**config.mk**
```make
export PLATFORM = sky130hd
export DESIGN_NAME = stopwatch_with_pause_timeouts
export DESIGN_NICKNAME = d
export VERILOG_FILES = /design/src/swp_pkg.sv /design/src/swp_cfg.sv /design/src/swp_core.sv /design/src/swp_fmt.sv /design/src/stopwatch_with_pause_timeouts.sv
export SDC_FILE = /design/constraint.sdc
export NUM_CORES = 2
export LEC_CHECK = 0
export ABC_AREA = 1
export BUFFER_PORTS_ARGS = -buffer_cell sky130_fd_sc_hd__buf_2
export CAP_MARGIN = 10
export CORE_MARGIN = 2
export CORE_UTILIZATION = 65
export DETAILED_ROUTE_END_ITERATION = 10
export GPL_TIMING_DRIVEN = 1
export PLACE_DENSITY = 0.81
export SLEW_MARGIN = 5
export SYNTH_ARGS = -nofsm -noshare
export SYNTH_HDL_FRONTEND = slang
export SYNTH_SLANG_ARGS = --single-unit
```
**constraint.sdc**
```tcl
create_clock -name clk_i -period 12.95 [get_ports clk_i]
set_input_delay 0.6475 -clock clk_i [delete_from_list [all_inputs] [get_ports clk_i]]
set_output_delay 0.6475 -clock clk_i [all_outputs]
set_load 0.03 [all_outputs]
```
**src/swp_pkg.sv**
```systemverilog
// Package for the stopwatch with pause timeouts: modes, commands, widths,
// divide-by-constant reciprocals and the shared config and beat structs.
// No dependencies.
package swp_pkg;

  localparam int TsW       = 64;
  localparam int CfgW      = 10;
  localparam int ThrW      = 30;
  localparam int SecW      = 10;
  localparam int MsW       = 10;
  localparam int ResW      = 20;
  localparam int SumW      = 31;
  localparam int QsW       = 12;
  localparam int UsPerSec  = 1000000;
  localparam int UsPerMs   = 1000;
  localparam int SecMax    = 999;
  localparam int CmdW      = 2;
  localparam int ModeW     = 3;
  localparam int InDataW   = ((TsW + 7) / 8) * 8;
  localparam int OutFieldW = ModeW + SecW + MsW;
  localparam int OutDataW  = ((OutFieldW + 7) / 8) * 8;

  localparam logic [63:0] SatUs    = 64'd1000000000;
  localparam logic [30:0] RecipSec = 31'(((64'd1 << 50) + 64'(UsPerSec) - 64'd1) / 64'(UsPerSec));
  localparam logic [31:0] RecipRes = 32'(((64'd1 << 51) + 64'(UsPerSec) - 64'd1) / 64'(UsPerSec));
  localparam logic [20:0] RecipMs  = 21'(((64'd1 << 30) + 64'(UsPerMs) - 64'd1) / 64'(UsPerMs));

  typedef enum logic [ModeW-1:0] {
    ModeInit  = 3'd0,
    ModeRun   = 3'd1,
    ModePause = 3'd2,
    ModeReset = 3'd3,
    ModeTo1   = 3'd4,
    ModeTo2   = 3'd5
  } mode_e;

  typedef enum logic [CmdW-1:0] {
    CmdTick  = 2'd0,
    CmdStart = 2'd1,
    CmdStop  = 2'd2,
    CmdReset = 2'd3
  } cmd_e;

  typedef enum logic [0:0] {
    RegFirst  = 1'b0,
    RegSecond = 1'b1
  } reg_e;

  typedef struct packed {
    logic [ThrW-1:0] thr1;
    logic [ThrW-1:0] thr2;
  } cfg_t;

  typedef struct packed {
    mode_e          mode;
    logic [TsW-1:0] elapsed;
  } item_t;

  function automatic logic [ResW-1:0] chunk_res(int idx);
    logic [39:0] r;
    r = 40'd1;
    for (int k = 0; k < idx * 8; k++) begin
      r = (r * 40'd2) % 40'(UsPerSec);
    end
    return ResW'(r);
  endfunction

endpackage

```
**src/swp_cfg.sv**
```systemverilog
// APB register file: both timeout thresholds, kept in seconds for readback
// and in microseconds for the pause compare. Depends on swp_pkg.
module swp_cfg import swp_pkg::*; (
  input  logic        clk_i,
  input  logic        rst_ni,
  input  logic        psel,
  input  logic        penable,
  input  logic        pwrite,
  input  logic [2:0]  paddr,
  input  logic [31:0] pwdata,
  output logic [31:0] prdata,
  output logic        pready,
  output cfg_t        cfg_o
);

  logic [CfgW-1:0] first_q, second_q;
  logic [ThrW-1:0] thr1_q, thr2_q;
  logic            wr;

  assign wr     = psel && penable && pwrite;
  assign pready = 1'b1;

  always_ff @(posedge clk_i or negedge rst_ni) begin
    if (!rst_ni) begin
      first_q  <= CfgW'(30);
      second_q <= CfgW'(60);
      thr1_q   <= ThrW'(30 * UsPerSec);
      thr2_q   <= ThrW'(60 * UsPerSec);
    end else if (wr) begin
      unique case (reg_e'(paddr[2]))
        RegFirst: begin
          first_q <= pwdata[CfgW-1:0];
          thr1_q  <= ThrW'(pwdata[CfgW-1:0]) * ThrW'(UsPerSec);
        end
        RegSecond: begin
          second_q <= pwdata[CfgW-1:0];
          thr2_q   <= ThrW'(pwdata[CfgW-1:0]) * ThrW'(UsPerSec);
        end
        default: begin
        end
      endcase
    end
  end

  always_comb begin
    unique case (reg_e'(paddr[2]))
      RegFirst:  prdata = 32'(first_q);
      RegSecond: prdata = 32'(second_q);
      default:   prdata = '0;
    endcase
  end

  assign cfg_o.thr1 = thr1_q;
  assign cfg_o.thr2 = thr2_q;

endmodule

```
**src/swp_core.sv**
```systemverilog
// Stopwatch state: mode, start, pause and elapsed registers updated once per
// accepted command beat. Depends on swp_pkg.
module swp_core import swp_pkg::*; (
  input  logic           clk_i,
  input  logic           rst_ni,
  input  logic           acc_i,
  input  logic [CmdW-1:0] cmd_i,
  input  logic [TsW-1:0] now_i,
  input  cfg_t           cfg_i,
  output item_t          item_o
);

  mode_e          mode_q, mode_d;
  logic [TsW-1:0] start_q, start_d;
  logic [TsW-1:0] pause_q, pause_d;
  logic [TsW-1:0] elap_q, elap_d;
  logic [TsW-1:0] diff_p;

  assign diff_p = now_i - pause_q;

  always_comb begin
    mode_d  = mode_q;
    start_d = start_q;
    pause_d = pause_q;
    elap_d  = elap_q;
    unique case (cmd_e'(cmd_i))
      CmdStart: begin
        if (mode_q == ModePause && elap_q != '0) begin
          start_d = start_q + diff_p;
        end
        mode_d = ModeRun;
      end
      CmdStop: begin
        if (mode_q != ModeReset && mode_q != ModeInit) begin
          pause_d = now_i;
          mode_d  = ModePause;
        end
      end
      CmdReset: mode_d = ModeReset;
      CmdTick: begin
        unique case (mode_q)
          ModeRun: elap_d = now_i - start_q;
          ModePause: begin
            if (diff_p >= TsW'(cfg_i.thr1)) begin
              mode_d = ModeTo1;
            end
          end
          ModeTo1: begin
            if (diff_p >= TsW'(cfg_i.thr2)) begin
              mode_d = ModeTo2;
            end
          end
          ModeTo2: begin
          end
          ModeReset: begin
            start_d = now_i;
            pause_d = '0;
            elap_d  = '0;
          end
          default: start_d = now_i;
        endcase
      end
      default: begin
      end
    endcase
  end

  always_ff @(posedge clk_i or negedge rst_ni) begin
    if (!rst_ni) begin
      mode_q  <= ModeInit;
      start_q <= '0;
      pause_q <= '0;
      elap_q  <= '0;
    end else if (acc_i) begin
      mode_q  <= mode_d;
      start_q <= start_d;
      pause_q <= pause_d;
      elap_q  <= elap_d;
    end
  end

  assign item_o.mode    = mode_d;
  assign item_o.elapsed = elap_d;

endmodule

```
**src/swp_fmt.sv**
```systemverilog
// Six-stage formatting pipeline: elapsed microseconds to saturated seconds
// and milliseconds by residues and reciprocal multiplies. Depends on swp_pkg.
module swp_fmt import swp_pkg::*; (
  input  logic              clk_i,
  input  logic              rst_ni,
  input  logic              in_valid_i,
  output logic              in_ready_o,
  input  item_t             item_i,
  output logic              out_valid_o,
  input  logic              out_ready_i,
  output logic [ModeW-1:0]  mode_o,
  output logic [SecW-1:0]   secs_o,
  output logic [MsW-1:0]    millis_o
);

  localparam int NStg   = 6;
  localparam int NChunk = (TsW + 7) / 8;
  localparam int PadW   = NChunk * 8;
  localparam int ProdW  = 8 + ResW;

  logic [NStg-1:0] v_q;
  logic [NStg:0]   rdy;

  mode_e           mode_q [NStg];
  logic [TsW-1:0]  el0_q;
  logic [PadW-1:0] el_pad;
  logic [ProdW-1:0] prod_d [NChunk];
  logic [ProdW-1:0] prod_q [NChunk];
  logic            sat1_q;
  logic [29:0]     low1_q;
  logic [SumW-1:0] sum_d, sum2_q, sum3_q;
  logic [60:0]     sec_prod;
  logic [SecW-1:0] secs_d;
  logic [SecW-1:0] secs_q [2:NStg-1];
  logic [62:0]     qs_prod;
  logic [QsW-1:0]  qs3_q;
  logic [SumW-1:0] res_full;
  logic [ResW-1:0] res4_q;
  logic [40:0]     ms_prod;
  logic [MsW-1:0]  ms5_q;

  assign rdy[NStg] = out_ready_i;
  for (genvar k = 0; k < NStg; k++) begin : g_rdy
    assign rdy[k] = !v_q[k] || rdy[k+1];
  end

  always_ff @(posedge clk_i or negedge rst_ni) begin
    if (!rst_ni) begin
      v_q <= '0;
    end else begin
      if (rdy[0]) begin
        v_q[0] <= in_valid_i;
      end
      for (int k = 1; k < NStg; k++) begin
        if (rdy[k]) begin
          v_q[k] <= v_q[k-1];
        end
      end
    end
  end

  assign el_pad = PadW'(el0_q);
  for (genvar g = 0; g < NChunk; g++) begin : g_chunk
    localparam logic [ResW-1:0] Res = chunk_res(g);
    assign prod_d[g] = ProdW'(el_pad[g*8 +: 8]) * ProdW'(Res);
  end

  always_comb begin
    sum_d = '0;
    for (int i = 0; i < NChunk; i++) begin
      sum_d = sum_d + SumW'(prod_q[i]);
    end
  end

  assign sec_prod = 61'(low1_q) * 61'(RecipSec);
  assign secs_d   = sat1_q ? SecW'(SecMax) : sec_prod[59:50];
  assign qs_prod  = 63'(sum2_q) * 63'(RecipRes);
  assign res_full = sum3_q - SumW'(qs3_q * SumW'(UsPerSec));
  assign ms_prod  = 41'(res4_q) * 41'(RecipMs);

  always_ff @(posedge clk_i) begin
    if (rdy[0]) begin
      mode_q[0] <= item_i.mode;
      el0_q     <= item_i.elapsed;
    end
    if (rdy[1]) begin
      mode_q[1] <= mode_q[0];
      prod_q    <= prod_d;
      sat1_q    <= 64'(el0_q) >= SatUs;
      low1_q    <= el0_q[29:0];
    end
    if (rdy[2]) begin
      mode_q[2] <= mode_q[1];
      sum2_q    <= sum_d;
      secs_q[2] <= secs_d;
    end
    if (rdy[3]) begin
      mode_q[3] <= mode_q[2];
      sum3_q    <= sum2_q;
      qs3_q     <= qs_prod[62:51];
      secs_q[3] <= secs_q[2];
    end
    if (rdy[4]) begin
      mode_q[4] <= mode_q[3];
      res4_q    <= res_full[ResW-1:0];
      secs_q[4] <= secs_q[3];
    end
    if (rdy[5]) begin
      mode_q[5] <= mode_q[4];
      ms5_q     <= ms_prod[39:30];
      secs_q[5] <= secs_q[4];
    end
  end

  assign in_ready_o  = rdy[0];
  assign out_valid_o = v_q[NStg-1];
  assign mode_o      = mode_q[NStg-1];
  assign secs_o      = secs_q[NStg-1];
  assign millis_o    = ms5_q;

  a_secs_range: assert property (@(posedge clk_i) disable iff (!rst_ni)
    out_valid_o |-> secs_o <= SecW'(SecMax))
    else $error("seconds out of range");

  a_millis_range: assert property (@(posedge clk_i) disable iff (!rst_ni)
    out_valid_o |-> millis_o <= MsW'(SecMax))
    else $error("milliseconds out of range");

  a_sat_secs: assert property (@(posedge clk_i) disable iff (!rst_ni)
    (v_q[1] && rdy[2] && sat1_q) |=> secs_q[2] == SecW'(SecMax))
    else $error("saturated elapsed time not clamped");

  a_res_range: assert property (@(posedge clk_i) disable iff (!rst_ni)
    (v_q[3] && rdy[4]) |=> res4_q < ResW'(UsPerSec))
    else $error("microsecond residue not reduced");

endmodule

```
**src/stopwatch_with_pause_timeouts.sv**
```systemverilog
// Top level of the stopwatch with pause timeouts: stream channels, APB
// register port, state core and formatting pipeline.
// Depends on swp_pkg, swp_cfg, swp_core and swp_fmt.
//
// Each slave beat carries a command in s_axis_tuser (tick, start, stop,
// reset) and the current microsecond timestamp in s_axis_tdata. Every beat
// yields exactly one master beat with the mode after the command and the
// elapsed time as whole seconds (saturating at 999) and milliseconds.
// Throughput is one beat per cycle unless the master side stalls: then results
// hold in the pipeline, s_axis_tready drops only once all six stages are full,
// and bubbles are squeezed out. A result leaves through the six-register
// formatting pipeline (input, residue products, residue sum, seconds quotient,
// remainder, milliseconds). The stopwatch state itself is updated in the cycle
// the beat is accepted. Reset clears the pipeline, puts the stopwatch in init
// mode with zero times and loads the timeout thresholds with 30 and 60
// seconds. The thresholds are written over APB at offsets 0x0 and 0x4 by the
// user, only while the block is idle; the block does not enforce this.
module stopwatch_with_pause_timeouts import swp_pkg::*; (
  input  logic                clk_i,
  input  logic                rst_ni,
  input  logic                s_axis_tvalid,
  output logic                s_axis_tready,
  input  logic [InDataW-1:0]  s_axis_tdata,   // now_us
  input  logic [CmdW-1:0]     s_axis_tuser,   // cmd
  output logic                m_axis_tvalid,
  input  logic                m_axis_tready,
  output logic [OutDataW-1:0] m_axis_tdata,   // mode, elapsed_seconds, elapsed_millis
  input  logic                psel,
  input  logic                penable,
  input  logic                pwrite,
  input  logic [2:0]          paddr,
  input  logic [31:0]         pwdata,
  output logic [31:0]         prdata,
  output logic                pready
);

  cfg_t             cfg;
  item_t            item;
  logic             acc;
  logic [ModeW-1:0] mode;
  logic [SecW-1:0]  secs;
  logic [MsW-1:0]   millis;

  assign acc = s_axis_tvalid && s_axis_tready;

  swp_cfg u_cfg (
    .clk_i   (clk_i),
    .rst_ni  (rst_ni),
    .psel    (psel),
    .penable (penable),
    .pwrite  (pwrite),
    .paddr   (paddr),
    .pwdata  (pwdata),
    .prdata  (prdata),
    .pready  (pready),
    .cfg_o   (cfg)
  );

  swp_core u_core (
    .clk_i  (clk_i),
    .rst_ni (rst_ni),
    .acc_i  (acc),
    .cmd_i  (s_axis_tuser),
    .now_i  (s_axis_tdata[TsW-1:0]),
    .cfg_i  (cfg),
    .item_o (item)
  );

  swp_fmt u_fmt (
    .clk_i       (clk_i),
    .rst_ni      (rst_ni),
    .in_valid_i  (s_axis_tvalid),
    .in_ready_o  (s_axis_tready),
    .item_i      (item),
    .out_valid_o (m_axis_tvalid),
    .out_ready_i (m_axis_tready),
    .mode_o      (mode),
    .secs_o      (secs),
    .millis_o    (millis)
  );

  assign m_axis_tdata = OutDataW'({millis, secs, mode});

endmodule
```
# == Word level (Yosys, flattened, before mapping) ==
# Memory sizes are Yosys's and may differ from the RTL's.
# Cells that the tools add are included.
# classes
addsub,11
n_mul,10
n_lt_le_gt_ge,3
n_eq_ne,13
n_mux,27
bitwise,1
n_reduce_logical,27
# ops
cell,count
$pmux 64 s2,3
$mux 64,5
$add 31x28->31,5
$ge 64x30->1,2
$sub 64x64->64,2
$add 64x64->64,1
$ge 64x30->1 const B,1
$pmux 32 s2,1
$reduce_bool 64->1,1
$mul 31x31->62 const B,1
$mul 30x31->60 const B,1
$mul 8x14->22 const B,2
$mul 20x20->39 const B,1
$add 31x24->31,1
$mul 10x14->24 const B,1
$mul 8x13->21 const B,1
$sub 20x20->20,1
$mul 8x10->18 const B,1
$add 8x16->17,1
$mul 8x9->17 const B,1
$mul 12x14->14 const B,1
$mux 1,12
$pmux 3 s4,1
$mux 10,1
20 further kinds,44
# word_totals
ff_bits,581
ramBits,58
output_inout_bits,59
n_memories,2
# memory_table
memory,depth,word_bits,read_ports,rd_ports_with_merged_regs,write_ports,line_no,rtl
u_fmt.secs_q,4,10,4,0,4,swp_fmt.sv:34,logic [SecW-1:0] secs_q [2:NStg-1];
u_fmt.mode_q,6,3,6,0,6,swp_fmt.sv:24,mode_e mode_q [NStg];

# == Longest topological paths before layout ==
# logic_depth
ltp_word,9
depth_mapped,33

# == Cells and area by module ==
# Synthesis repeated with hierarchy kept, for this count alone.
# hier_totals
hier_cells,11530
area_unflattened_um2,92469.9
# by_module_without_submodules
module,n_inst,cells_per_inst,area_each_um2,seq_area_each_um2
swp_fmt,1,6652,62193.4,10510.1
swp_core,1,4240,25024.0,4879.7
swp_cfg,1,634,5233.8,1582.8
stopwatch_with_pause_timeouts,1,4,18.8,0.0

# == Worst setup path before layout ==
# No wires, ideal clock.
# synth_timing
path_type,input port to flip-flop
startpoint,in m_axis_tready
endpoint,reg u_fmt.low1_q[0] (enable)
arrival_time_ns,6.354
required_ns,12.465
setup_slack_ns,6.111
cell_stages,10
path_buffers,0
cell_sequence,nor2_1 inv_1 nor2_1 inv_1 nor2_1 inv_1 nor2_1 inv_2 nor2_2 inv_1
# synth_via
elab_chain_cells,5
# synth_lines
item,line_no,rtl
start: declaration,stopwatch_with_pause_timeouts.sv:26,"input logic m_axis_tready,"
$logic_or 1x1->1,swp_fmt.sv:44,assign rdy[k] = !v_q[k] || rdy[k+1];
net u_fmt.rdy[5],swp_fmt.sv:22,logic [NStg:0] rdy;
$logic_or 1x1->1,swp_fmt.sv:44,
net u_fmt.rdy[4],swp_fmt.sv:22,
$logic_or 1x1->1,swp_fmt.sv:44,
net u_fmt.rdy[3],swp_fmt.sv:22,
$logic_or 1x1->1,swp_fmt.sv:44,
net u_fmt.rdy[2],swp_fmt.sv:22,
$logic_or 1x1->1,swp_fmt.sv:44,
net u_fmt.rdy[1],swp_fmt.sv:22,
end signal: assignment,swp_fmt.sv:90,low1_q <= el0_q[29:0];
end: declaration,swp_fmt.sv:30,logic [29:0] low1_q;
# The timed path passes the listed nets, and every way through them passes these cells.
# A chain may end at the register's enable or synchronous reset.

==> results.toml <==
[setup_path]
cp.required_ns = 13.36
critical_path_class = "flop to flop"
critPathLaunch = "u_fmt.low1_q[4]"
path_max_fanout = 7
worstPathArrival_ns = 8.13
start_kind = "flop"
reg2reg_from = "u_fmt.low1_q[4]"
end_kind = "flop"

[route]
drt_iter0_drc = 4651
drt-vias-per-instance = 5.61
wl_per_cell_um = 19.9
postRouteAntennaNets = 0
wl_mm = 241
drcViolationCount = 0
drt-pass1-iter-count = 6
vias = 68002

[global_routing]
grt_max_degree = 129
grt_pass1_wl_mm = 379
grt_overflow = 0
grt_pass1_vias = 70858
gr-usage-all-layers_pct = 35.9
antenna_found_initial = 13

[timing]
hold_viol_final = 0
fmax_mhz = 130
finalSetupTns_ns = 0
grt_setup_unrepaired = "false"
fin_crit_ns = 7.72
worstMarginPinSlew_ns = 1.21
period_share_pct = 59.6
relSlewSlack_pct = 19.0
drv_slew = 0
skew_ns = 0.0404
report.final.setup_viol = 0

[cells_and_area]
final_nets = 12868
seqCellArea_um2 = 17000
nFillCells = 10645
drive_gt1_share_pct = 4.13
final_util_pct = 69.2
multiInputGateArea_um2 = 59700
area_growth_pct = 5.83

[clocking]
ctsResizeCount = 0
clock_path_buffers = 3
cts_root_buffer = "clkbuf_16"
ctsHoldBuffers = 1
clkLatencyLatePin_ns = 0.68
cts_setup_buffers = 0
htree_levels = 3
cts.sinks = 608
cts_buffers = 73
tritoncts = "yes"
path_clk_slew_ns = 0.06

[yosys]
ys_types = 69
seq_area_frac_synth_pct = 19.5
netlist_top_cells_count = "inv_1, ha_1, nand2_1"
async_reset_ff_share_pct = 43.3
synth_edf_count = 345
ys.flop_type = "edfxtp_1"
yosysWarnings = 0
yosysMostFrequentCell = "inv_1"
synth_area_leaders = "fa_1, ha_1, edfxtp_1"
synth_top_area_share_pct = 22.6
syn_inst = 10156
yosys.area.top_type = "fa_1"
syn_avg_cell_area_um2 = 8.57
syn_area_um2 = 87000
synth_seq_cells = 608

[die]
initial_core_util_pct = 65.4
core_um2 = 133000
fp.dieH_um = 370
ios = 167
die_w_um = 370
placementRows = 134
die-area_um2 = 137000

[worst_hold_path]
hold_class = "primary input to flop"
hp-start = "s_axis_tdata[0]"

[placed_design]
gp_congestion = 1.06
dpl.hpwl_mm = 206
numPortBuffers = 118

[job]
cap_violations = 0

[status]
outcome = "finished clean"
==> final cells by class <==
type	count	share of cell area [%]
diodes	12	0.0326
clock buffers	93	2.17
clock inverters	40	0.511
inverters	2610	10.6
multi-input cells	6839	64.9
flip-flops and latches	608	18.4
well taps	1768	2.40
repair buffers	148	0.943
==> worst max-delay path: stages (launching register included) <==
cell and delay (ns):
edfxtp_1 0.65, inv_1 0.16, ha_1 0.35, inv_1 0.10
fa_1 0.42, inv_1 0.16, fa_1 0.48, fa_1 0.54
inv_1 0.05, fa_1 0.47, fa_1 0.54, inv_1 0.07
fa_1 0.55, inv_1 0.06, fa_1 0.45, ha_1 0.38
nand2_1 0.10, nor2_1 0.17, nand4_1 0.10, o21ai_0 0.56
a21boi_0 0.23, o21ai_0 0.36, nand2_1 0.09, inv_1 0.06
o21ai_0 0.15, nand3_1 0.13, nand3_1 0.08
==> worst paths after layout <==
path / cells past startpoint / end / slack (ns)
hold reg to reg: 0 / u_fmt.low1_q[4] / 0.42
setup reg to reg: 26 / u_fmt.secs_q[1][8] / 5.23
min in group asynchronous: 2 / u_cfg.thr2_q[19] / 0.55
hold / removal: 3 / u_core.pause_q[0] / 0.26
setup / recovery: 26 / u_fmt.secs_q[1][8] / 5.23
max in group asynchronous: 4 / u_core.elap_q[51] / 10.22
==> per-layer routing <==
metal | wire (um) | vias up | share of wire [%] | track usage (%)
li1 | - | 32443 | - | -
met2 | 116000 | 2276 | 48 | 60.5
met3 | 15000 | 663 | 6.2 | 5.36
met1 | 94500 | 32616 | 39 | 43.8
met5 | 27 | - | 0.011 | 0
met4 | 16400 | 4 | 6.8 | 21.1
==> cells in the final DEF, fill, tap and decap left out, types with 10 or more instances in the layout <==
| cell | synthesis | layout |
|---|---|---|
| o21ai_1 | 17 | 17 |
| inv_1 | 2584 | 2579 |
| xor2_1 | 165 | 165 |
| or2_2 | 18 | 18 |
| nand3b_1 | 13 | 13 |
| nand3_1 | 250 | 250 |
| nor2_2 | 24 | 24 |
| edfxtp_1 | 345 | 345 |
| a21o_1 | 37 | 37 |
| dfstp_2 | 25 | 25 |
| inv_2 | 22 | 24 |
| fa_1 | 982 | 982 |
| o22ai_1 | 55 | 55 |
| buf_4 | 36 | 27 |
| clkbuf_1 | 58 | 13 |
| nor4_1 | 61 | 61 |
| diode_2 | 0 | 12 |
| xnor2_1 | 72 | 72 |
| nand2_1 | 1477 | 1476 |
| nor2_1 | 606 | 604 |
| buf_2 | 21 | 117 |
| o21a_1 | 27 | 27 |
| a21oi_1 | 563 | 563 |
| nor3_1 | 48 | 48 |
| nand2_2 | 25 | 25 |
| dfrtp_1 | 238 | 238 |
| o21ai_0 | 535 | 535 |
| nand4_1 | 53 | 53 |
| a211oi_1 | 10 | 10 |
| a31oi_1 | 85 | 85 |
| o211ai_1 | 32 | 32 |
| clkbuf_16 | 0 | 75 |
| ha_1 | 1498 | 1498 |
| a21boi_0 | 15 | 15 |
| o21bai_1 | 39 | 39 |
| conb_1 | 2 | 24 |
| clkinv_2 | 0 | 14 |
==> sequential cells by signal, summed over array words and instances, names as in the netlist, 12 cells and up <==
register and count:
u_fmt.prod_q 99, u_core.elap_q 64, u_core.pause_q 64, u_core.start_q 64, u_fmt.el0_q 64, u_fmt.secs_q 40
u_fmt.sum2_q 31, u_fmt.low1_q 30, u_cfg.thr1_q 21, u_cfg.thr2_q 21, u_fmt.res4_q 20, u_fmt.sum3_q 20
u_fmt.mode_q 18, u_fmt.qs3_q 12
==> per-stage QoR <==
step | instance area [um2] | setup WS [ns] | cells | hold WS, ns
detailed placement | 89500 | 5.39 | 11970 | 0.405
floorplan | 87100 | 6.11 | 10178 | 0.352
CTS | 92000 | 5.35 | 12104 | 0.212
global placement | 89500 | 5.42 | 11970 | 0.401
global route | 92100 | 4.76 | 12114 | 0.266
finish | 92100 | 5.23 | 12118 | 0.260
==> logic make-up (layout without fill, tap and decap cells) <==
group | count (synthesis) | after routing | synth area share, %
compound gates | 1491 | 1491 | 9.56
xor+xnor | 237 | 237 | 2.39
fa+ha+maj | 2480 | 2480 | 44.1
buf+inv | 2731 | 2891 | 12.0
flops | 608 | 608 | 19.5
other cells | 2 | 36 | 0.00863
simple gates | 2607 | 2607 | 12.4
Power is left out: the tool's default activity adds up to more than one toggle a clock period on the data nets, which glitch-free logic cannot reach.
